$ cat src/sv/sact_ram.sv
// Generic single-port-write, single-port-read RAM with registered read data.
module sact_ram #(
    parameter int unsigned WIDTH = 8,
    parameter int unsigned DEPTH = 16
) (
    input  logic                     i_clk,
    input  logic                     i_we,
    input  logic [$clog2(DEPTH)-1:0] i_waddr,
    input  logic [WIDTH-1:0]         i_wdata,
    input  logic [$clog2(DEPTH)-1:0] i_raddr,
    output logic [WIDTH-1:0]         o_rdata
);

    logic [WIDTH-1:0] r_mem [DEPTH];
    logic [WIDTH-1:0] r_rdata;

    always_ff @(posedge i_clk) begin
        if (i_we) begin
            r_mem[i_waddr] <= i_wdata;
        end
        r_rdata <= r_mem[i_raddr];
    end

    assign o_rdata = r_rdata;

endmodule

$ cat config.mk
export PLATFORM = sky130hd
export DESIGN_NAME = sact_ram
export DESIGN_NICKNAME = d
export VERILOG_FILES = /design/src/sv/sact_ram.sv
export SDC_FILE = /design/constraint.sdc
export NUM_CORES = 1
export LEC_CHECK = 0
export BUFFER_PORTS_ARGS = -buffer_cell sky130_fd_sc_hd__buf_4
export CORE_ASPECT_RATIO = 1.1
export CORE_MARGIN = 2
export CORE_UTILIZATION = 40
export CTS_CLUSTER_DIAMETER = 80
export DETAILED_ROUTE_END_ITERATION = 12
export PLACE_DENSITY = 0.64
export SLEW_MARGIN = 20
export SYNTH_ARGS = -nofsm -noshare
export SYNTH_HDL_FRONTEND = slang
export SYNTH_SLANG_ARGS = --single-unit
$ cat constraint.sdc
create_clock -name i_clk -period 5.4 [get_ports i_clk]
set_clock_uncertainty 0.1 [all_clocks]
set_input_delay 0.81 -clock i_clk [delete_from_list [all_inputs] [get_ports i_clk]]
set_output_delay 0.81 -clock i_clk [all_outputs]
set_load 0.01 [all_outputs]
; ---- Word-level counts from Yosys, hierarchy flattened
; Memories as Yosys holds them, arrays and structs flattened. A register that Yosys moved wholly into a read port is not among the register bits.
; Cells that the tools add are included.
[totals]
reg_bits = 0
latch_bits = 0
ramBits = 128
romBits = 0
input_bits = 18
output_inout_bits = 8
wordCells = 3
mem_count = 1
[memory_table]
columns = memory, depth, word_bits, read_ports, rd_ports_with_merged_regs, wr, line_no
row1 = r_mem, 16, 8, 1, 1, 1, 14  ; logic [WIDTH-1:0] r_mem [DEPTH];
[classes]
add_sub_neg = 0
n_mul = 0
n_div = 0
magnitude_cmp = 0
n_eq_ne = 0
shift = 0
mux = 2
bitwise = 0
n_reduce_logical = 0
[ops]
columns = operator, count
row1 = 1-bit two-way mux, 2

; ---- Logic depth before layout (Yosys ltp)
; Gate-level depths: netlist of run 1.
[logic_depth]
ltp_word = 2
depth_mapped = 5

; ---- Worst setup path before layout of run 1
; OpenSTA, ideal clock, no wires.
[synth_timing]
path_type = in2reg
start = input i_waddr[2]
end = memory r_mem[0][0] (enable)
setup_time_ps = 383
t_arrival_ps = 1920
required_ps = 4917
path_slack_ps = 2997
stages = 2
n_path_buf = 0
cell_sequence = or3b_2 nor3_1
[synth_rtl]
columns = element, line_no
row1 = from (decl), 8  ; input logic [$clog2(DEPTH)-1:0] i_waddr,
row2 = to (decl), 14
; Straight into the memory's write port.

; ---- Worst setup path after layout of run 1
[layout_timing]
start = input i_waddr[2]
end = memory r_mem[1][0] (enable)
; Straight into the memory's write port.

==> metrics.md, run 1 <==
| Metric | Value |
|---|---|
| DRC | `0` |
| Fmax | `453.5 MHz` |
| CTS resizes | `0` |
| Pin count of the biggest net entering global routing | `33` |
| Power density over cell area | `404.3 nW/µm²` |
| Post-synthesis compound-gate area fraction | `0.02333` |
| Nets | `284` |
| CP max stage delay | `0.68 ns` |
| Post-synthesis simple-gate area fraction | `0.03184` |
| Mapped Nets | `247` |
| Num Clock Sinks | `136` |
| Drt pass-1 iters | `4` |
| Finished Layout Cells | `436` |
| PortBufs | `25` |
| Clk root buf | `clkbuf_16` |
| Final Critical Period | `2.205 ns` |
| Max clock buf depth | `2` |
| Antenna Cells | `0` |
| Worst-Skew Late Latency | `0.41 ns` |
| Drt total wl | `9.609 mm` |
| Final critical-path share of the clock period | `0.4083` |
| Gr ovfl total | `0` |
| Most common cell after layout, fill and taps aside | `edfxtp_1` |
| CTS Buf Count | `17` |
| Average footprint of a synthesized cell | `22.48 µm²` |
| Final setup viols | `0` |
| Post-Synth Adder-Cell Area | `0` |
| Inst Count DP | `404` |
| DR WL/cell | `22.04 µm` |
| Final core utilization | `0.4819` |
| Worst IR Drop VDD | `0.1895 mV` |
| Die Span X | `112.2 µm` |
| Synth top area cells | `edfxtp_1, mux4_2, mux4_1` |
| Routability Congestion | `0.7302` |
| Die span in y | `123.0 µm` |
| Initial antenna violation count | `0` |
| Critical path class | `in2reg` |
| Outcome | `finished, final reports clean` |
| Internal power | `1.995 mW` |
| Crit Path Max Fanout | `8` |
| Post-CTS setup buffers | `0` |
| Post-DP HPWL | `5.921 mm` |
| Num rows | `43` |
| Multiplexer area fraction after synthesis | `0.1502` |
| Rel. slew slack | `0.3796` |
| Mapped cell area | `5147 µm²` |
| Max cap viols | `0` |
| Total power | `2.453 mW` |
| Post-synthesis xor/xnor area fraction | `0` |
| Synth area leader | `edfxtp_1` |
| Area Overhead vs Synth | `17.87%` |
| Synth warn | `0` |
| Register area share after synthesis | `0.7778` |
| Layout fillers | `1047` |
| Most frequent cells in the layout | `edfxtp_1, buf_4, mux4_2, clkbuf_16, a22oi_1` |
| Hold Fails Final Rpt | `0` |
| Multi-input logic area | `1062 µm²` |
| Synth Register Bits | `136` |
| Pre-CTS setup slack | `2.584 ns` |
| Path type of the worst min-delay path | `reg2reg` |
| CTS clk-pin slew, worst paths | `0.05 ns` |
| Share of the synthesized area in the top cell type | `0.7467` |
| Net switching power figure | `0.4577 mW` |
| Vias in the first global route | `2387` |
| First-pass GRT wire length | `14.50 mm` |
| Total core area | `12590 µm²` |
| Switching Share | `0.1866` |
| Cells along the critical path | `buf_4 > or3b_2 > nor2_1` |
| Slew @ Worst Pin | `0.9272 ns` |
| CP endpoint kind | `flip-flop` |
| Global Route Usage Sum | `0.1490` |
| Initial core utilization | `0.4089` |
| Combinational share of power | `0.046` |
| Leak pwr | `2.019 nW` |
| Via count | `2364` |
| Setup TNS | `0 ns` |
| Via density | `5.422` |
| Largest family of logic cells by synthesized area | `multiplexers` |
| Library cells used by synthesis | `19` |
| Crit path launch type | `input port` |
| RSZ-0062 raised after global routing | `no` |
| Final slew viol count | `0` |
| Clock H-tree levels | `4` |
| CP max-delay cell | `nor2_1` |
| 1st-iter DRT viols | `182` |
| Final WS setup | `3.195 ns` |
| Die area | `13790 µm²` |
| Crit path required time | `5.33 ns` |
| Reg power frac | `0.484` |
| Clock group share of total power | `0.470` |
| Cell count after synthesis | `229` |
| Sequential standard cell area | `4004 µm²` |
| WP data arrival | `2.13 ns` |
| ANT nets after route | `0` |
| Boundary Pins | `26` |
| TritonCTS clock tree | `built` |
| Share of layout cells above drive strength 1 | `0.2616` |
| Cts hold-fix bufs | `0` |
-- cells in the mapped netlist --
cell type,number
edfxtp_1,128
mux4_2,18
a22oi_1,16
mux4_1,14
nor2_1,13
nand2_1,9
dfxtp_1,8
nor3_1,4
buf_2,3
buf_6,3
clkdlybuf4s25_2,3
nand2b_1,2
nand3b_1,2
and2_1,1
and2b_1,1
buf_4,1
nand3_1,1
nor2b_1,1
or3b_2,1
-- metrics by stage --
| step | hold slack, ns | cell area, µm² |
|---|---|---|
| floorplan | 0.5293 | 5147 |
| global placement | 0.5567 | 5468 |
| detailed placement | 0.5648 | 5468 |
| CTS | 0.5707 | 6062 |
| global route | 0.5886 | 6067 |
| finish | 0.5641 | 6067 |
-- logic make-up after synthesis --
kind of cell | Yosys count
simple gates | 35
mux | 32
buf+inv | 10
flops | 136
compound gates | 16
-- flip-flops by register name, indices dropped and copies added, names as in the netlist --
name,count
o_rdata,8
r_mem,128
-- final cells by class --
cell class	count	area share
flip-flops and latches	136	0.6599
multi-input cells	83	0.1751
clock buffers	21	0.07259
repair buffers	28	0.03465
well taps	157	0.03238
clock inverters	11	0.02537
-- power by group through the flow --
stage | logic, mW | clock network (mW) | registers (mW)
finish | 0.112 | 1.15 | 1.19
global route | 0.122 | 1.22 | 1.19
CTS | 0.115 | 1.17 | 1.19
detailed placement | 0.114 | 0 | 1.21
global placement | 0.112 | 0 | 1.21
floorplan | 0.0599 | 0 | 1.21
-- final timing paths --
kind | startpoint | to | slack [ns] | cells after the start
max | i_waddr[2] | r_mem[1][0] | 3.20 | 3
min | r_mem[14][2] | o_rdata[2] | 0.56 | 3
max reg2reg | r_mem[3][6] | o_rdata[6] | 3.93 | 3
min reg2reg | r_mem[14][2] | o_rdata[2] | 0.56 | 3
-- worst max-delay path, delay by kind of cell --
family / cells / cell delay, ns
AND/OR/NAND/NOR: 2 / 1.20
buffers and inverters: 1 / 0.12
-- routing by layer --
metal / wire (µm) / vias to the layer above / track usage / part of all wire
met2: 4877 / 58 / 0.2391 / 0.51
met5: 0 / - / 0 / 0
li1: - / 1049 / - / -
met3: 495 / 4 / 0.04608 / 0.052
met4: 52 / 0 / 0.05107 / 0.0054
met1: 4184 / 1253 / 0.1962 / 0.44
No activity file was read; power rests on OpenSTA's default activity.
==> inputs of run 2 (changes only) <==
==> constraint.sdc (replaced) <==
create_clock -name i_clk -period 2.27 [get_ports i_clk]
set_clock_uncertainty 0.1 [all_clocks]
set_input_delay 0.3405 -clock i_clk [delete_from_list [all_inputs] [get_ports i_clk]]
set_output_delay 0.3405 -clock i_clk [all_outputs]
set_load 0.01 [all_outputs]
==> run 2 against run 1 <==
Net effect: first-iteration DRC count decreased by 9.9%; total power increased to 2.5 times the previous value; critical path type unchanged; clock-buffer cell count decreased by 2; clock power increased to 2.7 times the previous value; core utilization increased by 1.5 points; die area unchanged; largest cell class unchanged; non-clock buffer count increased by 14; register-to-register slack got worse by 3.1 ns; critical endpoint is now o_rdata[2]; worst setup slack got worse by 2.4 ns; highest routed layer unchanged; combinational power increased by 140%.
==> metrics.md, run 2 (synthesis gave the netlist of run 1 again) <==
| Metric | Value |
|---|---|
| Initial core utilization | `0.4089 (unchanged)` |
| Most frequent cells in the layout | `edfxtp_1, buf_4, mux4_2, clkbuf_16, a22oi_1` |
| Final Critical Period | `1.431 ns` |
| Crit path launch type | `input port` |
| Rel. slew slack | `0.5256 (+0.1460)` |
| Crit-path leading delay family | `multiplexers` |
| Total core area | `12590 µm² (unchanged)` |
| Final setup viols | `0 (unchanged)` |
| Cells along the critical path | `buf_4 > buf_12 > mux4_1 > a22oi_1 > nand2_1` |
| Post-CTS setup buffers | `0 (unchanged)` |
| Clk root buf | `clkbuf_16` |
| Buffer and inverter count on the worst path | `2 (+1)` |
| CP endpoint kind | `flip-flop` |
| Share of layout cells above drive strength 1 | `0.3106 (+0.04893)` |
| Num Clock Sinks | `136 (unchanged)` |
| Initial antenna violation count | `0 (unchanged)` |
| Drt pass-1 iters | `4 (unchanged)` |
| Max cap viols | `0 (unchanged)` |
| Drt total wl | `9.142 mm (-4.9%)` |
| Layout fillers | `1032 (-1.4%)` |
| First-pass GRT wire length | `14.38 mm (-0.81%)` |
| Area Overhead vs Synth | `21.49%` |
| CP max stage delay | `0.58 ns (-0.10 ns)` |
| Power density over cell area | `984.0 nW/µm² (+140%)` |
| PortBufs | `25 (unchanged)` |
| Global Route Usage Sum | `0.1461 (-0.002906)` |
| Vias in the first global route | `2629 (+10%)` |
| Via count | `2360 (-0.17%)` |
| Inst Count DP | `418 (+3.5%)` |
| Slew @ Worst Pin | `0.7101 ns (-0.2171 ns)` |
| Die area | `13790 µm² (unchanged)` |
| Crit path required time | `2.46 ns (-2.87 ns)` |
| Via density | `5.244 (-3.3%)` |
| Nets | `298 (+4.9%)` |
| RSZ-0062 raised after global routing | `no` |
| Antenna Cells | `0 (unchanged)` |
| Final slew viol count | `0 (unchanged)` |
| 1st-iter DRT viols | `164 (-9.9%)` |
| Critical path class | `in2reg` |
| Die Span X | `112.2 µm (unchanged)` |
| Boundary Pins | `26 (unchanged)` |
| Most common cell after layout, fill and taps aside | `edfxtp_1` |
| CTS clk-pin slew, worst paths | `0.06 ns (about the same)` |
| DR WL/cell | `20.32 µm (-7.8%)` |
| DRC | `0 (unchanged)` |
| Path type of the worst min-delay path | `in2reg` |
| CTS Buf Count | `17 (unchanged)` |
| Finished Layout Cells | `450 (+3.2%)` |
| Clock H-tree levels | `4 (unchanged)` |
| Outcome | `finished, final reports clean` |
| Leak pwr | `2.127 nW (+5.3%)` |
| Max FFs per register | `128 (unchanged)` |
| ANT nets after route | `0 (unchanged)` |
| WP data arrival | `1.62 ns (-0.51 ns)` |
| Post-DP HPWL | `5.852 mm (-1.2%)` |
| CP max-delay cell | `mux4_1` |
| Worst IR Drop VDD | `0.5374 mV (+180%)` |
| Hold Fails Final Rpt | `0 (unchanged)` |
| Crit Path Max Fanout | `32 (+24)` |
| Routability Congestion | `0.7244 (-0.79%)` |
| Pin count of the biggest net entering global routing | `33 (unchanged)` |
| Setup TNS | `0 ns (unchanged)` |
| Final critical-path share of the clock period | `0.6304` |
| Final core utilization | `0.4967 (+0.01481)` |
| CTS resizes | `0 (unchanged)` |
| Worst-Skew Late Latency | `0.41 ns (about the same)` |
| Cts hold-fix bufs | `0 (unchanged)` |
| Max clock buf depth | `2 (unchanged)` |
| TritonCTS clock tree | `built` |
| Most flop-heavy register | `r_mem` |
| Gr ovfl total | `0 (unchanged)` |
| Num rows | `43 (unchanged)` |
| Fmax | `698.8 MHz` |
| Die span in y | `123.0 µm (unchanged)` |
| Hold slack final | `0.1395 ns (-0.4246 ns)` |
run 2: cell count changes in the layout (fill, tap and decap cells not counted):
cell	before	now
buf_12	0	1
buf_4	28	41
bufinv_16	4	6
clkbuf_1	4	1
clkbuf_8	0	1
clkinv_1	3	1
clkinv_2	3	2
clkinv_4	0	1
clkinvlp_4	1	3
nor3_1	3	4
nor3_2	1	0
run 2: cell type report:
| class | count | area (µm²) | share of cell area |
|---|---|---|---|
| flip-flops and latches | 136 | 4004 | 0.6403 |
| multi-input cells | 83 | 1057 | 0.1691 |
| clock buffers | 19 | 442.9 | 0.07083 |
| repair buffers | 42 | 327.8 | 0.05242 |
| clock inverters | 13 | 225.2 | 0.03601 |
| well taps | 157 | 196.4 | 0.03141 |
run 2: metrics by stage:
step	worst slack, ns	area [µm²]	power (mW)
6_report	0.8391	6254	6.154
5_1_grt	0.7774	6254	6.340
4_1_cts	0.8414	6254	6.213
3_5_place_dp	0.3992	5585	3.153
3_3_place_gp	0.3965	5585	3.146
2_1_floorplan	0.3366	5147	3.022
run 2: final timing paths:
kind,end,depth (start not counted),slack (ns),from
setup / recovery,o_rdata[2],5,0.84,i_raddr[0]
hold / removal,r_mem[8][6],1,0.14,i_wdata[6]
setup reg to reg,o_rdata[0],3,0.85,r_mem[2][0]
hold reg to reg,o_rdata[3],3,0.57,r_mem[11][3]
run 2: metal layers:
layer / track usage / part of all wire
met3: 0.04804 / 0.043
met4: 0.06555 / 0.015
met1: 0.1814 / 0.43
met5: 0 / 0
met2: 0.2368 / 0.51
run 2: where the power goes:
part           internal, mW  switching [mW]
Clock                  2.08           0.978
Sequential             2.81          0.0180
Combinational         0.126           0.143
Total                  5.01            1.14
==> inputs of run 3 (changes only) <==
--- a/config.mk
+++ b/config.mk
@@ -11,7 +11,7 @@
 export CORE_UTILIZATION = 40
 export CTS_CLUSTER_DIAMETER = 80
 export DETAILED_ROUTE_END_ITERATION = 12
-export PLACE_DENSITY = 0.64
+export PLACE_DENSITY = 0.66
 export SLEW_MARGIN = 20
 export SYNTH_ARGS = -nofsm -noshare
 export SYNTH_HDL_FRONTEND = slang
==> constraint.sdc (replaced) <==
create_clock -name i_clk -period 1.2 [get_ports i_clk]
set_clock_uncertainty 0.1 [all_clocks]
set_input_delay 0.18 -clock i_clk [delete_from_list [all_inputs] [get_ports i_clk]]
set_output_delay 0.18 -clock i_clk [all_outputs]
set_load 0.01 [all_outputs]
==> run 3 against run 2 <==
Net effect: the run now ends with negative setup slack left; clock power up 70%; critical path depth down 2; worst setup slack worse by 1.0 ns; total power up 82%; hold slack better by 0.049 ns; largest cell class unchanged.
==> metrics.md, run 3 (synthesis gave the netlist of run 1 again) <==
| Metric | Value |
|---|---|
| Outcome | `finished with violations` |
| Antenna Cells | `0 (unchanged)` |
| Share of layout cells above drive strength 1 | `0.4756 (+0.1650)` |
| ANT nets after route | `0 (unchanged)` |
| Worst IR Drop VDD | `0.8812 mV (+64%)` |
| Post-DP HPWL | `6.696 mm (+14%)` |
| Num rows | `43 (unchanged)` |
| Most frequent cells in the layout | `edfxtp_1, buf_4, mux4_2, clkbuf_16` |
| FF-to-FF Start | `r_mem[11][5]` |
| CTS clk-pin slew, worst paths | `0.06 ns (about the same)` |
| Fmax | `728.0 MHz` |
| Die Span X | `112.2 µm (unchanged)` |
| Worst Hold Depth | `4 (+3)` |
| Global Route Usage Sum | `0.1611 (+0.01499)` |
| Initial antenna violation count | `0 (unchanged)` |
| Drt total wl | `10.24 mm (+12%)` |
| Final Critical Period | `1.374 ns` |
| Max clock buf depth | `2 (unchanged)` |
| Final slew viol count | `0 (unchanged)` |
| Die area | `13790 µm² (unchanged)` |
| DR WL/cell | `21.10 µm (+3.9%)` |
| Nets | `333 (+12%)` |
| 1st-iter DRT viols | `211 (+29%)` |
| Via density | `5.365 (+2.3%)` |
| RSZ-0062 raised after global routing | `yes` |
| Post-CTS setup buffers | `0 (unchanged)` |
| Clk root buf | `clkbuf_16` |
| PortBufs | `25 (unchanged)` |
| Boundary Pins | `26 (unchanged)` |
| Die span in y | `123.0 µm (unchanged)` |
| Max cap viols | `0 (unchanged)` |
| Total core area | `12590 µm² (unchanged)` |
| Initial core utilization | `0.4089 (unchanged)` |
| Routability Congestion | `0.7348 (+1.4%)` |
| Crit path required time | `1.40 ns (-1.06 ns)` |
| Via count | `2602 (+10%)` |
| Path type of the worst min-delay path | `in2reg` |
| Setup TNS | `-1.207 ns (-1.207 ns)` |
| Clock H-tree levels | `4 (unchanged)` |
| Hold Fails Final Rpt | `0 (unchanged)` |
| RR Endpoint | `o_rdata[5]` |
| Gr ovfl total | `0 (unchanged)` |
| Crit Path Max Fanout | `1 (-97%)` |
| HP Start | `i_raddr[1]` |
| CP endpoint kind | `flip-flop` |
| Slew @ Worst Pin | `0.8130 ns (+0.1028 ns)` |
| Final WS setup | `-0.1737 ns (-1.013 ns)` |
| Most flop-heavy register | `r_mem` |
| Max FFs per register | `128 (unchanged)` |
| Power density over cell area | `1692 nW/µm² (+72%)` |
| Leak pwr | `2.249 nW (+5.7%)` |
| Pre-CTS setup slack | `-0.4711 ns (-0.8703 ns)` |
| CTS Buf Count | `17 (unchanged)` |
| Vias in the first global route | `2712 (+3.2%)` |
| Violated checks | `negative setup slack` |
| WP data arrival | `1.57 ns (-0.05 ns)` |
| Drt pass-1 iters | `4 (unchanged)` |
| Rel. slew slack | `0.4569 (-0.06870)` |
| Worst-Skew Late Latency | `0.41 ns (about the same)` |
| First-pass GRT wire length | `15.76 mm (+9.6%)` |
| Crit path launch type | `flip-flop` |
| Critical path class | `reg2reg` |
| Flop2flop setup slack | `-0.17 ns (-1.02 ns)` |
| Final critical-path share of the clock period | `1.145` |
| Hold worst-path end | `o_rdata[1]` |
| Num Clock Sinks | `136 (unchanged)` |
| Pin count of the biggest net entering global routing | `17 (-48%)` |
| FF-to-FF path depth | `3 (unchanged)` |
| Most common cell after layout, fill and taps aside | `edfxtp_1` |
| Area Overhead vs Synth | `28.71%` |
| TritonCTS clock tree | `built` |
| Final setup viols | `8 (+8)` |
| DRC | `0 (unchanged)` |
## run 3: repair_timing
action,4_1_cts,5_1_grt
hold buffers,8,0
resized for setup,7,4
pin swaps,2,2
gates cloned,0,0
endpoints found under the hold margin,128,0
setup endpoints to repair,9,8
## run 3: worst max-delay path by stage
| stage | start | end | slack [ns] | depth (start not counted) |
|---|---|---|---|---|
| global route | r_mem[3][7] | o_rdata[7] | -0.23 | 3 |
| floorplan | i_waddr[2] | r_mem[0][0] | -0.18 | 2 |
| CTS | r_mem[11][5] | o_rdata[5] | -0.19 | 3 |
| global placement | i_raddr[0] | o_rdata[3] | -0.45 | 5 |
| finish | r_mem[11][5] | o_rdata[5] | -0.17 | 3 |
| detailed placement | i_raddr[0] | o_rdata[3] | -0.47 | 5 |
## run 3: final cells by class
| class | instances | area (µm²) |
|---|---|---|
| multi-input combinational | 83 | 1119 |
| clock inverter | 12 | 150.1 |
| clock buffer | 20 | 456.7 |
| timing repair buffer | 77 | 698.2 |
| fill | 992 | 5964 |
| tap | 157 | 196.4 |
| sequential | 136 | 4005 |
## run 3: where the power goes
part	internal, mW	leakage [nW]	switching [mW]
logic	0.333	0.733	0.326
registers	5.31	1.22	0.0356
clock network	3.36	0.292	1.84
## run 3: critical path, cell delays in order, from the launching register on
cell and delay (ns):
edfxtp_1 0.41, mux4_2 0.52, a22oi_2 0.17, nand2_1 0.07
## run 3: per-layer routing
metal | vias up | wire (µm) | GRT usage
met5 | - | 0 | 0
met4 | 0 | 107 | 0.05488
met3 | 10 | 507 | 0.04706
met2 | 88 | 5411 | 0.2730
met1 | 1378 | 4209 | 0.2011
li1 | 1126 | - | -
## run 3: per-stage QoR
step                      instances  power (mW)  utilization  instance area (µm²)  hold WS (ns)
final                           485       11.21       0.5262                 6625        0.1888
after global placement          446       6.059       0.4689                 5903        0.3948
after global routing            485       11.54       0.5262                 6625        0.2004
after detailed placement        446       6.073       0.4689                 5903        0.3982
after CTS                       485       11.29       0.5246                 6605        0.1823
after floorplan                 229       5.753            -                 5201        0.1789
